`src/rtl/mgt_pkg.sv`:
```
// Shared types, constants and helper functions of the Markov gate transition unit.
`timescale 1ns / 1ps

package mgt_pkg;

  localparam int unsigned NodeCountDefault = 8;

  localparam int unsigned OpW     = 1;
  localparam int unsigned RowW    = 4;
  localparam int unsigned ColW    = 4;
  localparam int unsigned ValW    = 8;
  localparam int unsigned NodeW   = 8;
  localparam int unsigned DrawW   = 31;
  localparam int unsigned SumW    = 12;
  localparam int unsigned CntW    = 3;
  localparam int unsigned ListW   = 12;
  localparam int unsigned SlotW   = 3;
  localparam int unsigned AddrW   = RowW + ColW;
  localparam int unsigned CfgIdxW = 3;
  localparam int unsigned CfgDatW = 12;

  localparam logic [SumW-1:0] SumMax = '1;

  typedef enum logic [OpW-1:0] {
    OpLoad   = 1'b0,
    OpUpdate = 1'b1
  } op_e;

  typedef enum logic [CfgIdxW-1:0] {
    CfgNumInputs    = 3'd0,
    CfgNumOutputs   = 3'd1,
    CfgInputNodes   = 3'd2,
    CfgOutputNodes  = 3'd3,
    CfgDeterministic = 3'd4
  } cfg_reg_e;

  typedef struct packed {
    logic [SumW-1:0] sum;
    logic [ValW-1:0] max_value;
    logic [ColW-1:0] max_column;
  } row_stats_t;

  typedef struct packed {
    logic            en;
    logic [RowW-1:0] row;
    row_stats_t      data;
  } stats_wr_t;

  typedef struct packed {
    logic             en;
    logic [AddrW-1:0] addr;
    logic [ValW-1:0]  data;
  } tbl_wr_t;

  // Node counts outside 1..4 are pulled back into range.
  function automatic logic [CntW-1:0] clamp_count(input logic [CntW-1:0] n);
    logic [CntW-1:0] res;
    res = n;
    if (n < 3'd1) res = 3'd1;
    if (n > 3'd4) res = 3'd4;
    return res;
  endfunction

  function automatic logic [SlotW-1:0] node_at(input logic [ListW-1:0] nodes,
                                               input logic [1:0]       slot,
                                               input logic [SlotW-1:0] node_mask);
    return nodes[3*slot +: SlotW] & node_mask;
  endfunction

  // The first input node lands in the highest used bit of the row index.
  function automatic logic [RowW-1:0] gather_row(input logic [NodeW-1:0] states,
                                                 input logic [ListW-1:0] nodes,
                                                 input logic [CntW-1:0]  count,
                                                 input logic [SlotW-1:0] node_mask);
    logic [RowW-1:0] idx;
    idx = '0;
    for (int i = 0; i < 4; i++) begin
      if (3'(i) < count) begin
        idx = {idx[RowW-2:0], states[node_at(nodes, 2'(i), node_mask)]};
      end
    end
    return idx;
  endfunction

  function automatic logic [NodeW-1:0] scatter_mask(input logic [ColW-1:0]  col,
                                                    input logic [ListW-1:0] nodes,
                                                    input logic [CntW-1:0]  count,
                                                    input logic [SlotW-1:0] node_mask);
    logic [NodeW-1:0] mask;
    mask = '0;
    for (int i = 0; i < 4; i++) begin
      if (3'(i) < count) begin
        mask[node_at(nodes, 2'(i), node_mask)] = mask[node_at(nodes, 2'(i), node_mask)] |
                                                 col[i];
      end
    end
    return mask;
  endfunction

endpackage

```
`src/rtl/mgt_ifs.sv`:
```
// Handshake channel interfaces of the Markov gate transition unit.
`timescale 1ns / 1ps

interface mgt_in_if;
  logic                       valid;
  logic                       ready;
  logic [mgt_pkg::OpW-1:0]    operation;
  logic [mgt_pkg::RowW-1:0]   row;
  logic [mgt_pkg::ColW-1:0]   column;
  logic [mgt_pkg::ValW-1:0]   entry_value;
  logic [mgt_pkg::NodeW-1:0]  node_states;
  logic [mgt_pkg::DrawW-1:0]  random_draw;

  modport source (output valid, operation, row, column, entry_value, node_states,
                  random_draw, input ready);
  modport sink (input valid, operation, row, column, entry_value, node_states,
                random_draw, output ready);
endinterface

interface mgt_out_if;
  logic                      valid;
  logic                      ready;
  logic [mgt_pkg::NodeW-1:0] or_mask;
  logic [mgt_pkg::ColW-1:0]  chosen_column;

  modport source (output valid, or_mask, chosen_column, input ready);
  modport sink (input valid, or_mask, chosen_column, output ready);
endinterface

interface mgt_cfg_if;
  logic                        valid;
  logic                        ready;
  logic [mgt_pkg::CfgIdxW-1:0] index;
  logic [mgt_pkg::CfgDatW-1:0] data;

  modport source (output valid, index, data, input ready);
  modport sink (input valid, index, data, output ready);
endinterface

```
`src/rtl/markov_gate_transition_unit.sv`:
```
// Markov gate transition unit: table load with running row statistics and gate update.
//
// One transaction is handled at a time. In a load the row statistics are read, then the
// table byte and the updated sum and argmax are written back. A deterministic update goes
// from the statistics read to the finish state, which fills the result register. A
// stochastic update with a row sum above one walks k table columns, k from 1 to 16, after
// the remainder of the random draw is worked out one bit per cycle; the walk reads one
// table byte per cycle from the single read port of the table memory. With a row sum of
// zero or one the remainder step is skipped. A finished result waits in the output
// register while the next input is taken in; an update only stalls at its end if the
// previous result is still held.
`timescale 1ns / 1ps

module markov_gate_transition_unit #(
  parameter int unsigned NodeCount = mgt_pkg::NodeCountDefault
) (
  input  logic       clk_i,
  input  logic       rst_ni,
  mgt_in_if.sink     in_i,
  mgt_out_if.source  out_o,
  mgt_cfg_if.sink    cfg_i
);

  localparam logic [mgt_pkg::SlotW-1:0] NodeMask = mgt_pkg::SlotW'((NodeCount - 1) & 7);

  typedef enum logic [2:0] {
    StIdle,
    StLoadWb,
    StUpdStats,
    StDiv,
    StWalkStart,
    StWalk,
    StFinish
  } state_e;

  // Configuration registers.
  logic [mgt_pkg::CntW-1:0]  num_inputs_q;
  logic [mgt_pkg::CntW-1:0]  num_outputs_q;
  logic [mgt_pkg::ListW-1:0] input_nodes_q;
  logic [mgt_pkg::ListW-1:0] output_nodes_q;
  logic                      deterministic_q;

  state_e                    state_q, state_d;
  logic [mgt_pkg::RowW-1:0]  row_q, row_d;
  logic [mgt_pkg::ColW-1:0]  col_q, col_d;
  logic [mgt_pkg::ValW-1:0]  val_q, val_d;
  logic [mgt_pkg::DrawW-1:0] draw_q, draw_d;
  logic [mgt_pkg::SumW-1:0]  rem_left_q, rem_left_d;
  logic                      out_valid_q, out_valid_d;
  logic [mgt_pkg::NodeW-1:0] or_mask_q, or_mask_d;
  logic [mgt_pkg::ColW-1:0]  chosen_q, chosen_d;

  logic [mgt_pkg::CntW-1:0]  n_in;
  logic [mgt_pkg::CntW-1:0]  n_out;
  logic [mgt_pkg::ColW-1:0]  last_col;
  logic [mgt_pkg::RowW-1:0]  upd_row;
  logic                      in_accept;

  logic [mgt_pkg::RowW-1:0]  stats_rd_row;
  mgt_pkg::row_stats_t       stats_rd;
  mgt_pkg::stats_wr_t        stats_wr;
  logic [mgt_pkg::AddrW-1:0] tbl_rd_addr;
  logic [mgt_pkg::ValW-1:0]  tbl_rd;
  mgt_pkg::tbl_wr_t          tbl_wr;

  logic                      mod_start;
  logic                      mod_done;
  logic [mgt_pkg::SumW-1:0]  mod_rem;

  logic [mgt_pkg::ValW-1:0]  stored;
  logic [mgt_pkg::SumW:0]    sum_ext;

  assign n_in      = mgt_pkg::clamp_count(num_inputs_q);
  assign n_out     = mgt_pkg::clamp_count(num_outputs_q);
  assign last_col  = mgt_pkg::ColW'((5'd1 << n_out) - 5'd1);
  assign upd_row   = mgt_pkg::gather_row(in_i.node_states, input_nodes_q, n_in, NodeMask);
  assign in_i.ready = (state_q == StIdle);
  assign in_accept = in_i.valid && in_i.ready;

  assign cfg_i.ready = 1'b1;

  always_ff @(posedge clk_i or negedge rst_ni) begin
    if (!rst_ni) begin
      num_inputs_q    <= 3'd1;
      num_outputs_q   <= 3'd1;
      input_nodes_q   <= '0;
      output_nodes_q  <= '0;
      deterministic_q <= 1'b1;
    end else if (cfg_i.valid) begin
      case (mgt_pkg::cfg_reg_e'(cfg_i.index))
        mgt_pkg::CfgNumInputs:     num_inputs_q    <= cfg_i.data[mgt_pkg::CntW-1:0];
        mgt_pkg::CfgNumOutputs:    num_outputs_q   <= cfg_i.data[mgt_pkg::CntW-1:0];
        mgt_pkg::CfgInputNodes:    input_nodes_q   <= cfg_i.data;
        mgt_pkg::CfgOutputNodes:   output_nodes_q  <= cfg_i.data;
        mgt_pkg::CfgDeterministic: deterministic_q <= cfg_i.data[0];
        default: ;
      endcase
    end
  end

  // In stochastic mode a zero byte is stored as one.
  assign stored  = (!deterministic_q && (val_q == '0)) ? 8'd1 : val_q;
  assign sum_ext = {1'b0, stats_rd.sum} + {5'd0, stored};

  always_comb begin
    stats_rd_row = row_q;
    if (state_q == StIdle) begin
      stats_rd_row = (mgt_pkg::op_e'(in_i.operation) == mgt_pkg::OpLoad) ? in_i.row : upd_row;
    end
  end

  always_comb begin
    stats_wr.en              = (state_q == StLoadWb);
    stats_wr.row             = row_q;
    stats_wr.data.sum        = sum_ext[mgt_pkg::SumW] ? mgt_pkg::SumMax
                                                      : sum_ext[mgt_pkg::SumW-1:0];
    stats_wr.data.max_value  = stats_rd.max_value;
    stats_wr.data.max_column = stats_rd.max_column;
    if (val_q > stats_rd.max_value) begin
      stats_wr.data.max_value  = val_q;
      stats_wr.data.max_column = col_q;
    end
    tbl_wr.en   = (state_q == StLoadWb);
    tbl_wr.addr = {row_q, col_q};
    tbl_wr.data = stored;
  end

  // During the walk the byte of the following column is fetched ahead.
  assign tbl_rd_addr = (state_q == StWalk) ? {row_q, col_q + 4'd1} : {row_q, 4'd0};

  assign mod_start = (state_q == StUpdStats) && !deterministic_q && (stats_rd.sum > 12'd1);

  always_comb begin
    state_d     = state_q;
    row_d       = row_q;
    col_d       = col_q;
    val_d       = val_q;
    draw_d      = draw_q;
    rem_left_d  = rem_left_q;
    out_valid_d = out_valid_q;
    or_mask_d   = or_mask_q;
    chosen_d    = chosen_q;

    if (out_o.ready) begin
      out_valid_d = 1'b0;
    end

    case (state_q)
      StIdle: begin
        if (in_accept) begin
          row_d  = stats_rd_row;
          col_d  = in_i.column;
          val_d  = in_i.entry_value;
          draw_d = in_i.random_draw;
          if (mgt_pkg::op_e'(in_i.operation) == mgt_pkg::OpLoad) begin
            state_d = StLoadWb;
          end else begin
            state_d = StUpdStats;
          end
        end
      end
      StLoadWb: begin
        state_d = StIdle;
      end
      StUpdStats: begin
        if (deterministic_q) begin
          col_d   = stats_rd.max_column;
          state_d = StFinish;
        end else if (mod_start) begin
          state_d = StDiv;
        end else begin
          rem_left_d = 12'd1;
          state_d    = StWalkStart;
        end
      end
      StDiv: begin
        if (mod_done) begin
          rem_left_d = mod_rem + 12'd1;
          state_d    = StWalkStart;
        end
      end
      StWalkStart: begin
        col_d   = '0;
        state_d = StWalk;
      end
      StWalk: begin
        if ((col_q < last_col) && (rem_left_q > {4'd0, tbl_rd})) begin
          rem_left_d = rem_left_q - {4'd0, tbl_rd};
          col_d      = col_q + 4'd1;
        end else begin
          state_d = StFinish;
        end
      end
      StFinish: begin
        if (!out_valid_q || out_o.ready) begin
          out_valid_d = 1'b1;
          or_mask_d   = mgt_pkg::scatter_mask(col_q, output_nodes_q, n_out, NodeMask);
          chosen_d    = col_q;
          state_d     = StIdle;
        end
      end
      default: begin
        state_d = StIdle;
      end
    endcase
  end

  always_ff @(posedge clk_i or negedge rst_ni) begin
    if (!rst_ni) begin
      state_q     <= StIdle;
      row_q       <= '0;
      col_q       <= '0;
      val_q       <= '0;
      draw_q      <= '0;
      rem_left_q  <= '0;
      out_valid_q <= 1'b0;
      or_mask_q   <= '0;
      chosen_q    <= '0;
    end else begin
      state_q     <= state_d;
      row_q       <= row_d;
      col_q       <= col_d;
      val_q       <= val_d;
      draw_q      <= draw_d;
      rem_left_q  <= rem_left_d;
      out_valid_q <= out_valid_d;
      or_mask_q   <= or_mask_d;
      chosen_q    <= chosen_d;
    end
  end

  assign out_o.valid         = out_valid_q;
  assign out_o.or_mask       = or_mask_q;
  assign out_o.chosen_column = chosen_q;

  mgt_table_ram u_table (
    .clk_i     (clk_i),
    .wr_i      (tbl_wr),
    .rd_addr_i (tbl_rd_addr),
    .rd_data_o (tbl_rd)
  );

  mgt_row_stats u_stats (
    .clk_i     (clk_i),
    .rst_ni    (rst_ni),
    .rd_row_i  (stats_rd_row),
    .wr_i      (stats_wr),
    .rd_data_o (stats_rd)
  );

  mgt_mod_unit u_mod (
    .clk_i      (clk_i),
    .rst_ni     (rst_ni),
    .start_i    (mod_start),
    .dividend_i (draw_q),
    .divisor_i  (stats_rd.sum - 12'd1),
    .done_o     (mod_done),
    .rem_o      (mod_rem)
  );

endmodule

```
`src/rtl/mgt_table_ram.sv`:
```
// Transition table memory: 256 bytes, one write and one registered read port.
`timescale 1ns / 1ps

module mgt_table_ram (
  input  logic                         clk_i,
  input  mgt_pkg::tbl_wr_t             wr_i,
  input  logic [mgt_pkg::AddrW-1:0]    rd_addr_i,
  output logic [mgt_pkg::ValW-1:0]     rd_data_o
);

  logic [mgt_pkg::ValW-1:0] mem [2**mgt_pkg::AddrW];
  logic [mgt_pkg::ValW-1:0] rd_data_q;

  always_ff @(posedge clk_i) begin
    if (wr_i.en) begin
      mem[wr_i.addr] <= wr_i.data;
    end
    rd_data_q <= mem[rd_addr_i];
  end

  assign rd_data_o = rd_data_q;

endmodule

```
`src/rtl/mgt_row_stats.sv`:
```
// Per-row running sum and argmax store, with valid bits standing in for a reset of zero.
`timescale 1ns / 1ps

module mgt_row_stats (
  input  logic                       clk_i,
  input  logic                       rst_ni,
  input  logic [mgt_pkg::RowW-1:0]   rd_row_i,
  input  mgt_pkg::stats_wr_t         wr_i,
  output mgt_pkg::row_stats_t        rd_data_o
);

  localparam int unsigned Rows = 2**mgt_pkg::RowW;

  mgt_pkg::row_stats_t mem [Rows];
  mgt_pkg::row_stats_t rd_data_q;
  logic [Rows-1:0]     valid_q;
  logic                rd_valid_q;

  always_ff @(posedge clk_i) begin
    if (wr_i.en) begin
      mem[wr_i.row] <= wr_i.data;
    end
    rd_data_q <= mem[rd_row_i];
  end

  always_ff @(posedge clk_i or negedge rst_ni) begin
    if (!rst_ni) begin
      valid_q    <= '0;
      rd_valid_q <= 1'b0;
    end else begin
      if (wr_i.en) begin
        valid_q[wr_i.row] <= 1'b1;
      end
      rd_valid_q <= valid_q[rd_row_i];
    end
  end

  // A row never written reads as all zero.
  assign rd_data_o = rd_valid_q ? rd_data_q : '0;

endmodule

```
`src/rtl/mgt_mod_unit.sv`:
```
// Bit-serial restoring remainder unit: one dividend bit per cycle.
`timescale 1ns / 1ps

module mgt_mod_unit (
  input  logic                       clk_i,
  input  logic                       rst_ni,
  input  logic                       start_i,
  input  logic [mgt_pkg::DrawW-1:0]  dividend_i,
  input  logic [mgt_pkg::SumW-1:0]   divisor_i,
  output logic                       done_o,
  output logic [mgt_pkg::SumW-1:0]   rem_o
);

  localparam int unsigned StepW = $clog2(mgt_pkg::DrawW);
  localparam logic [StepW-1:0] StepLast = StepW'(mgt_pkg::DrawW - 1);

  logic                      busy_q, busy_d;
  logic                      done_q, done_d;
  logic [StepW-1:0]          step_q, step_d;
  logic [mgt_pkg::DrawW-1:0] dvd_q, dvd_d;
  logic [mgt_pkg::SumW-1:0]  div_q, div_d;
  logic [mgt_pkg::SumW-1:0]  rem_q, rem_d;
  logic [mgt_pkg::SumW:0]    trial;

  // The remainder stays below the divisor, so the shifted trial value fits one extra bit.
  assign trial = {rem_q, dvd_q[mgt_pkg::DrawW-1]};

  always_comb begin
    busy_d = busy_q;
    done_d = 1'b0;
    step_d = step_q;
    dvd_d  = dvd_q;
    div_d  = div_q;
    rem_d  = rem_q;
    if (start_i) begin
      busy_d = 1'b1;
      step_d = '0;
      dvd_d  = dividend_i;
      div_d  = divisor_i;
      rem_d  = '0;
    end else if (busy_q) begin
      dvd_d = {dvd_q[mgt_pkg::DrawW-2:0], 1'b0};
      if (trial >= {1'b0, div_q}) begin
        rem_d = mgt_pkg::SumW'(trial - {1'b0, div_q});
      end else begin
        rem_d = trial[mgt_pkg::SumW-1:0];
      end
      if (step_q == StepLast) begin
        busy_d = 1'b0;
        done_d = 1'b1;
      end else begin
        step_d = step_q + 1'b1;
      end
    end
  end

  always_ff @(posedge clk_i or negedge rst_ni) begin
    if (!rst_ni) begin
      busy_q <= 1'b0;
      done_q <= 1'b0;
      step_q <= '0;
    end else begin
      busy_q <= busy_d;
      done_q <= done_d;
      step_q <= step_d;
    end
  end

  always_ff @(posedge clk_i) begin
    dvd_q <= dvd_d;
    div_q <= div_d;
    rem_q <= rem_d;
  end

  assign done_o = done_q;
  assign rem_o  = rem_q;

endmodule

```
`src/flat_wrapper.sv`:
```
// flat-port wrapper written by rule: the top's interface ports become plain ports
module markov_gate_transition_unit_flat 
#(
  parameter int unsigned NodeCount = mgt_pkg::NodeCountDefault
)
  (clk_i, rst_ni, in_i_valid, in_i_operation, in_i_row, in_i_column, in_i_entry_value, in_i_node_states, in_i_random_draw, in_i_ready, out_o_valid, out_o_or_mask, out_o_chosen_column, out_o_ready, cfg_i_valid, cfg_i_index, cfg_i_data, cfg_i_ready);
  mgt_in_if in_i_i ();
  mgt_out_if out_o_i ();
  mgt_cfg_if cfg_i_i ();
  input  logic clk_i;
  input  logic rst_ni;
  input wire logic [$bits(in_i_i.valid)-1:0] in_i_valid;
  input wire logic [$bits(in_i_i.operation)-1:0] in_i_operation;
  input wire logic [$bits(in_i_i.row)-1:0] in_i_row;
  input wire logic [$bits(in_i_i.column)-1:0] in_i_column;
  input wire logic [$bits(in_i_i.entry_value)-1:0] in_i_entry_value;
  input wire logic [$bits(in_i_i.node_states)-1:0] in_i_node_states;
  input wire logic [$bits(in_i_i.random_draw)-1:0] in_i_random_draw;
  output wire logic [$bits(in_i_i.ready)-1:0] in_i_ready;
  output wire logic [$bits(out_o_i.valid)-1:0] out_o_valid;
  output wire logic [$bits(out_o_i.or_mask)-1:0] out_o_or_mask;
  output wire logic [$bits(out_o_i.chosen_column)-1:0] out_o_chosen_column;
  input wire logic [$bits(out_o_i.ready)-1:0] out_o_ready;
  input wire logic [$bits(cfg_i_i.valid)-1:0] cfg_i_valid;
  input wire logic [$bits(cfg_i_i.index)-1:0] cfg_i_index;
  input wire logic [$bits(cfg_i_i.data)-1:0] cfg_i_data;
  output wire logic [$bits(cfg_i_i.ready)-1:0] cfg_i_ready;
  assign in_i_i.valid = in_i_valid;
  assign in_i_i.operation = in_i_operation;
  assign in_i_i.row = in_i_row;
  assign in_i_i.column = in_i_column;
  assign in_i_i.entry_value = in_i_entry_value;
  assign in_i_i.node_states = in_i_node_states;
  assign in_i_i.random_draw = in_i_random_draw;
  assign in_i_ready = in_i_i.ready;
  assign out_o_valid = out_o_i.valid;
  assign out_o_or_mask = out_o_i.or_mask;
  assign out_o_chosen_column = out_o_i.chosen_column;
  assign out_o_i.ready = out_o_ready;
  assign cfg_i_i.valid = cfg_i_valid;
  assign cfg_i_i.index = cfg_i_index;
  assign cfg_i_i.data = cfg_i_data;
  assign cfg_i_ready = cfg_i_i.ready;
  markov_gate_transition_unit #(.NodeCount(NodeCount)) u_core (.clk_i(clk_i), .rst_ni(rst_ni), .in_i(in_i_i), .out_o(out_o_i), .cfg_i(cfg_i_i));
endmodule
```
`config.mk`:
```
export PLATFORM = sky130hd
export DESIGN_NAME = markov_gate_transition_unit_flat
export DESIGN_NICKNAME = d
export VERILOG_FILES = /design/src/rtl/mgt_pkg.sv /design/src/rtl/mgt_ifs.sv /design/src/rtl/markov_gate_transition_unit.sv /design/src/rtl/mgt_table_ram.sv /design/src/rtl/mgt_row_stats.sv /design/src/rtl/mgt_mod_unit.sv /design/src/flat_wrapper.sv
export SDC_FILE = /design/constraint.sdc
export NUM_CORES = 2
export LEC_CHECK = 0
export CAP_MARGIN = 25
export CORE_UTILIZATION = 35
export CTS_BUF_LIST = sky130_fd_sc_hd__clkbuf_4 sky130_fd_sc_hd__clkbuf_8 sky130_fd_sc_hd__clkbuf_16
export CTS_CLUSTER_DIAMETER = 50
export DETAILED_ROUTE_END_ITERATION = 10
export DONT_BUFFER_PORTS = 1
export SKIP_CTS_REPAIR_TIMING = 1
export SLEW_MARGIN = 15
export SYNTH_ARGS = -nofsm -noshare
export SYNTH_HDL_FRONTEND = slang
export SYNTH_SLANG_ARGS = --single-unit
```
`constraint.sdc`:
```
create_clock -name clk_i -period 32.1 [get_ports clk_i]
set_clock_uncertainty 0.15 [all_clocks]
set_input_delay 4.815 -clock clk_i [delete_from_list [all_inputs] [get_ports clk_i]]
set_output_delay 4.815 -clock clk_i [all_outputs]
set_load 0.05 [all_outputs]
```
-- Word-level counts from Yosys, hierarchy flattened
Memories as Yosys holds them, arrays and structs flattened. A register that Yosys moved wholly into a read port is not among the register bits.
Index checks and enable logic that the tools add are counted.
- bits in writable memories: 2432
- memories kept: 3
- register bits: 185
- logic and storage cells: 211
- input port bits: 76
- ROM bits: 8
- output and inout port bits: 15
- memory list (name ; depth ; bits a word ; read ports ; clocked after Yosys merged registers in ; write ports ; line ; source):
    u_core.u_table.mem ; 256 ; 8 ; 1 ; 1 ; 1 ; mgt_table_ram.sv:11 ; logic [mgt_pkg::ValW-1:0] mem [2**mgt_pkg::AddrW];
    u_core.u_stats.mem ; 16 ; 24 ; 1 ; 1 ; 1 ; mgt_row_stats.sv:14 ; mgt_pkg::row_stats_t mem [Rows];
    (name not given) ; 8 ; 1 ; 1 ; 0 ; 0 ; mgt_pkg.sv:93 ; mask[node_at(nodes, 2'(i), node_mask)] = mask[node_at(nodes, 2'(i), node_mask)] |
- reductions and logical operators: 30
- add/sub/neg operators: 8
- equal/unequal tests: 20
- $lt $le $gt $ge: 32
- shifts and indexed selects: 1
- muxes and demuxes: 89
- bitwise operators: 6
- operator list (operator ; number):
    $mux W8 ; 11
    $mux W12 ; 7
    $mux W31 ; 2
    $mux W4 ; 9
    $pmux W12 S3 ; 1
    $lt A3 B4 Y1 const B ; 8
    $mux W3 ; 10
    $mux W1 ; 26
    $bwmux W8 ; 3
    $mux W24 ; 1
    $bmux W1 S3 ; 7
    $pmux W3 S6 ; 1
    $or A16 B16 Y16 ; 1
    $pmux W4 S4 ; 1
    $reduce_and A2 Y1 ; 8
    $mux W5 ; 3
    $add A12 B8 Y13 ; 1
    $ge A13 B12 Y1 ; 1
    $add A12 B1 Y12 const B ; 1
    $demux W1 S3 ; 4
    $eq A3 B2 Y1 const B ; 4
    $eq A3 B3 Y1 const B ; 4
    $ge A3 B1 Y1 const B ; 4
    $gt A12 B1 Y1 const B ; 1
    35 further kinds ; 67

-- Depth between registers and ports, before layout
- depth in word-level cells: 27
- depth in mapped cells: 20
- gate-level depth less buffers: 16

-- Cells and area by module
From an unflattened synthesis, not the netlist that was laid out.
- cell total of the unflattened synthesis: 5547
- area, all modules: 105892.8 µm²
- modules (own cells, without submodules) (module ; instances ; area an instance (µm²) ; cells each):
    mgt_table_ram ; 1 ; 79556.3 ; 3733
    mgt_row_stats ; 1 ; 15741.3 ; 702
    markov_gate_transition_unit ; 1 ; 7344.5 ; 842
    mgt_mod_unit ; 1 ; 3250.6 ; 270

-- Worst setup path after synthesis
No wires, ideal clock.
- path type: reg2reg
- start: reg u_core.val_q[3] in the netlist's numbering
- end: mem u_core.u_stats.mem[0][14] in the netlist's numbering (data pin)
- period minus slack after synthesis: 14.967 ns
- data required time: 31.620 ns
- slack: 17.133 ns
- stages on the path, launching flop included: 17
- arrival: 14.487 ns
- path buffers: 1
- setup time: 0.330 ns
- cell sequence: dfrtp_1 > or4_1 > o21ai_0 > ha_1 > inv_1 > fa_1 > nor2b_1 > o21ai_0 > a21boi_0 > o21ai_0 > a21boi_0 > o21ai_0 > nand2b_1 > nand3_1 > or3_1 > clkbuf_1 > o21ai_0
- RTL lines (item ; line ; source):
    start: declaration ; markov_gate_transition_unit.sv:46 ; logic [mgt_pkg::ValW-1:0] val_q, val_d;
    start signal: assignment ; markov_gate_transition_unit.sv:223 ; val_q <= val_d;
    end: declaration ; mgt_row_stats.sv:14 ;

-- Final worst setup path
- start: in in_i_node_states[1]
- end: reg u_core.u_stats.rd_data_q[9] (netlist name)
- word-level cells in the longest chain between the ends: 8
- elaborated cells between the ends (all ways): 14
- RTL lines (item ; line ; source):
    start: declaration ; flat_wrapper.sv:17 ; input wire logic [$bits(in_i_i.node_states)-1:0] in_i_node_states;
    $bmux W1 S3 ; mgt_pkg.sv:79 ; idx = {idx[RowW-2:0], states[node_at(nodes, 2'(i), node_mask)]};
    $mux W1 (not written as such) ; mgt_pkg.sv:79 ;
    $mux W1 ; mgt_pkg.sv:78 ; if (3'(i) < count) begin
    $mux W4 (2 in series) ; mgt_pkg.sv:78 ;
    $mux W4 * ; mgt_pkg.sv:78 ;
    $mux W4 * ; markov_gate_transition_unit.sv:108 ; stats_rd_row = (mgt_pkg::op_e'(in_i.operation) == mgt_pkg::OpLoad) ? in_i.row : upd_row;
    $mux W4 * ; markov_gate_transition_unit.sv:107 ; if (state_q == StIdle) begin
Every way passes the cells marked *; elsewhere a longest branch is shown, timed or not. The select of a mux whose other input is x is not followed.
A chain may end at the register's enable or synchronous reset.

==> impl_metrics.toml <==
[setup_path]
r2r_slack_ns = 25.59
rr_startpoint = "u_core.col_q[0]$_DFFE_PN0P_"
rr_worst_depth = 14
r2r_end = "u_core.u_table.rd_data_o[4]$_DFF_P_"
cp.arrival_ns = 8.13
critPathMaxFanout = 59
cp_slowest_cell = "buf_4"
crit_start = "in_i_node_states[1]"
cp.required_ns = 32.71
path_buf_inv = 1
cp-end-kind = "flop"
path_cells = "mux4_2 -> mux2i_1 -> mux2i_1 -> nand2_1 -> o211ai_1 -> o211ai_2 -> nand2_8 -> buf_4 -> mux4_2 -> a22oi_1 -> nand2_1"
critPathKind = "input port to flop"
critical_path.top_delay_family = "multiplexers"
slowest_delay_ns = 0.77
cp-start-kind = "input port"

[routing]
num_vias = 65624
wl_mm = 306
dr.pass1.iters = 6
routedWlPerCell_um = 26.2
drc_errors = 0
viasPerCell = 5.62
ant_nets = 0
drt_iter0_markers = 7296

[floorplan]
fp.dieH_um = 558
row_count = 203
core-area_um2 = 307000
top_level_ports = 91
start_util = 0.353
fp.dieArea_um2 = 312000
die_w_um = 558

[global_routing]
grt_max_degree = 150
antenna_found_initial = 12
overflow = 0
grt_pass1_vias = 64230
grt_pass1_wl_mm = 446
track_usage = 0.192

[logic_synthesis]
ys_seq_elements = 2649
synth_nets = 7546
synth-edff-count = 2475
yosysWarnings = 0
synth_top_area_frac = 0.686
ys_types = 87
synth_area_leaders = "edfxtp_1 69%, nand2_1 4.1%, mux4_2 3.4%, dfrtp_1 2.9%, a211oi_1 2.8%"
synth_top_area_cell = "edfxtp_1"
ys.flop_type = "edfxtp_1"
synth.yosys.seq_area_share = 0.724
avgSynthCellArea_um2 = 14.6
synthCells = 7419
syn_area_um2 = 108000
async_flop_share = 0.0491

[placement]
dp_slack_ns = 23.62
hpwl_mm = 174
portBuffers = 0
gp_congestion = 0.866

[finish]
area_delta_synth_final_pct = 13.2
final_layout_size_suffix_gt1_frac = 0.129
final_nets = 7481
fillers = 27982
final_common_cell = "edfxtp_1"
layout_common_cells = "2,475 x edfxtp_1, 1,179 x nand2_1, 399 x a211oi_1"

[timing]
setup_viol = 0
hold_viol = 0
fmax_ghz = 0.133
maxSlewViolCount = 0
post-route-min-period_ns = 7.52
worst_slack_ns = 24.58
period_share = 0.234
max-slew-margin-rel = 0.215
grt_setup_unrepaired = "no"
tns_ns = 0
worstMarginPinSlew_ns = 1.18

[clocking]
cts_buffers = 295
numClockSinks = 2649
clock_latency_ns = 0.87
cts_tree = "yes"
clock_path_buffers = 4
clkSlewWorstSetupHoldPaths_ns = 0.06
root_buffer = "clkbuf_16"
htree_levels = 5

[worst_hold_path]
hold_path_depth = 1
worst_hold_path.endpoint = "u_core.u_stats.valid_q[6]$_DFFE_PN0P_"
hold_path_class = "flop to flop"
min-delay-start = "u_core.u_stats.valid_q[6]$_DFFE_PN0P_"

[power]
ir_worst_vdd_mv = 0.0826
power_density_nw_per_um2 = 91.8
power_leakage_nw = 39.6

[run_status]
outcome = "complete, no violations"

[run]
maxCapViolCount = 0
## state kept, by name (all words and copies together), names as in the netlist, 5 cells and up
signal and count:
u_core.u_mod.step_q 5, u_core.val_q 8, u_core.u_stats.mem 384, u_core.u_mod.div_q 12, u_core.output_nodes_q 12, u_core.rem_left_q 12, u_core.u_table.mem 2048, u_core.input_nodes_q 12
u_core.u_mod.dvd_q 31, u_core.out_o.or_mask 8, u_core.u_stats.rd_data_q 24, u_core.u_table.rd_data_o 8, u_core.draw_q 31, u_core.u_mod.rem_o 12, u_core.u_stats.valid_q 16
## cell usage after synthesis (all sizes together), types with 101 or more instances
| cell | n |
|---|---|
| edfxtp | 2475 |
| nor2 | 346 |
| and2 | 383 |
| nand3 | 113 |
| a31oi | 112 |
| mux4 | 166 |
| buf | 230 |
| dfrtp | 127 |
| o21ai | 113 |
| nor3 | 101 |
| clkbuf | 308 |
| nand2 | 1188 |
| a211oi | 400 |
| a21oi | 202 |
| mux2 | 109 |
| a311oi | 332 |
## per-stage QoR
| step | instances | total power, mW | instance area [um^2] | hold slack [ns] | utilization |
|---|---|---|---|---|---|
| final | 11684 | 11.3 | 123000 | 0.313 | 0.400 |
| after global routing | 11678 | 11.7 | 123000 | 0.332 | 0.400 |
| after CTS | 11666 | 11.3 | 122000 | 0.315 | 0.399 |
| after detailed placement | 11147 | 7.91 | 113000 | 0.302 | 0.368 |
| after global placement | 11140 | 7.84 | 113000 | 0.293 | 0.367 |
| after floorplan | 7419 | 6.76 | 108000 | 0.275 | - |
## logic make-up (layout without fill, tap and decap cells)
kind of cell | Yosys count | in the layout | share of synthesized area
adder cells (fa/ha/maj) | 51 | 51 | 0.00610
AO/OA/AOI/OAI | 1378 | 1378 | 0.0920
AND/OR/NAND/NOR | 2320 | 2320 | 0.0967
other | 1 | 9 | 0.0000346
multiplexers | 360 | 360 | 0.0540
buffers and inverters | 619 | 776 | 0.0236
flip-flops | 2649 | 2649 | 0.724
XOR/XNOR | 41 | 41 | 0.00331
## worst max path at each step
stage	endpoint	slack, ns	depth (start not counted)
2_1_floorplan	u_core.u_stats.mem[0][14]$_DFFE_PP_	17.13	16
3_5_place_dp	u_core.u_stats.rd_data_q[7]$_DFF_P_	23.62	11
3_3_place_gp	u_core.u_stats.rd_data_q[4]$_DFF_P_	23.57	11
5_1_grt	u_core.u_stats.rd_data_q[4]$_DFF_P_	24.26	11
6_report	u_core.u_stats.rd_data_q[9]$_DFF_P_	24.58	11
4_1_cts	u_core.u_stats.rd_data_q[0]$_DFF_P_	24.53	11
## area by class of cell
cell class	count	area [um^2]	area share
Sequential cell	2649	78500	0.640
Multi-Input combinational cell	4151	27500	0.224
Clock buffer	351	7920	0.0646
Tap cell	4100	5130	0.0418
Clock inverter	168	1730	0.0141
Timing Repair Buffer	176	1570	0.0128
Inverter	81	312	0.00254
Antenna cell	8	20.0	0.000163
## layer usage
layer | wire, um | GRT usage
met1 | 126000 | 0.264
met2 | 143000 | 0.305
met3 | 26000 | 0.0353
met4 | 11400 | 0.0686
met5 | 27 | 0
## report_power, final
group / internal (mW) / switching [mW] / total, mW
clock network: 1.99 / 1.40 / 3.39
logic: 0.937 / 2.22 / 3.15
registers: 4.49 / 0.222 / 4.72
No activity file was read; power rests on OpenSTA's default activity.
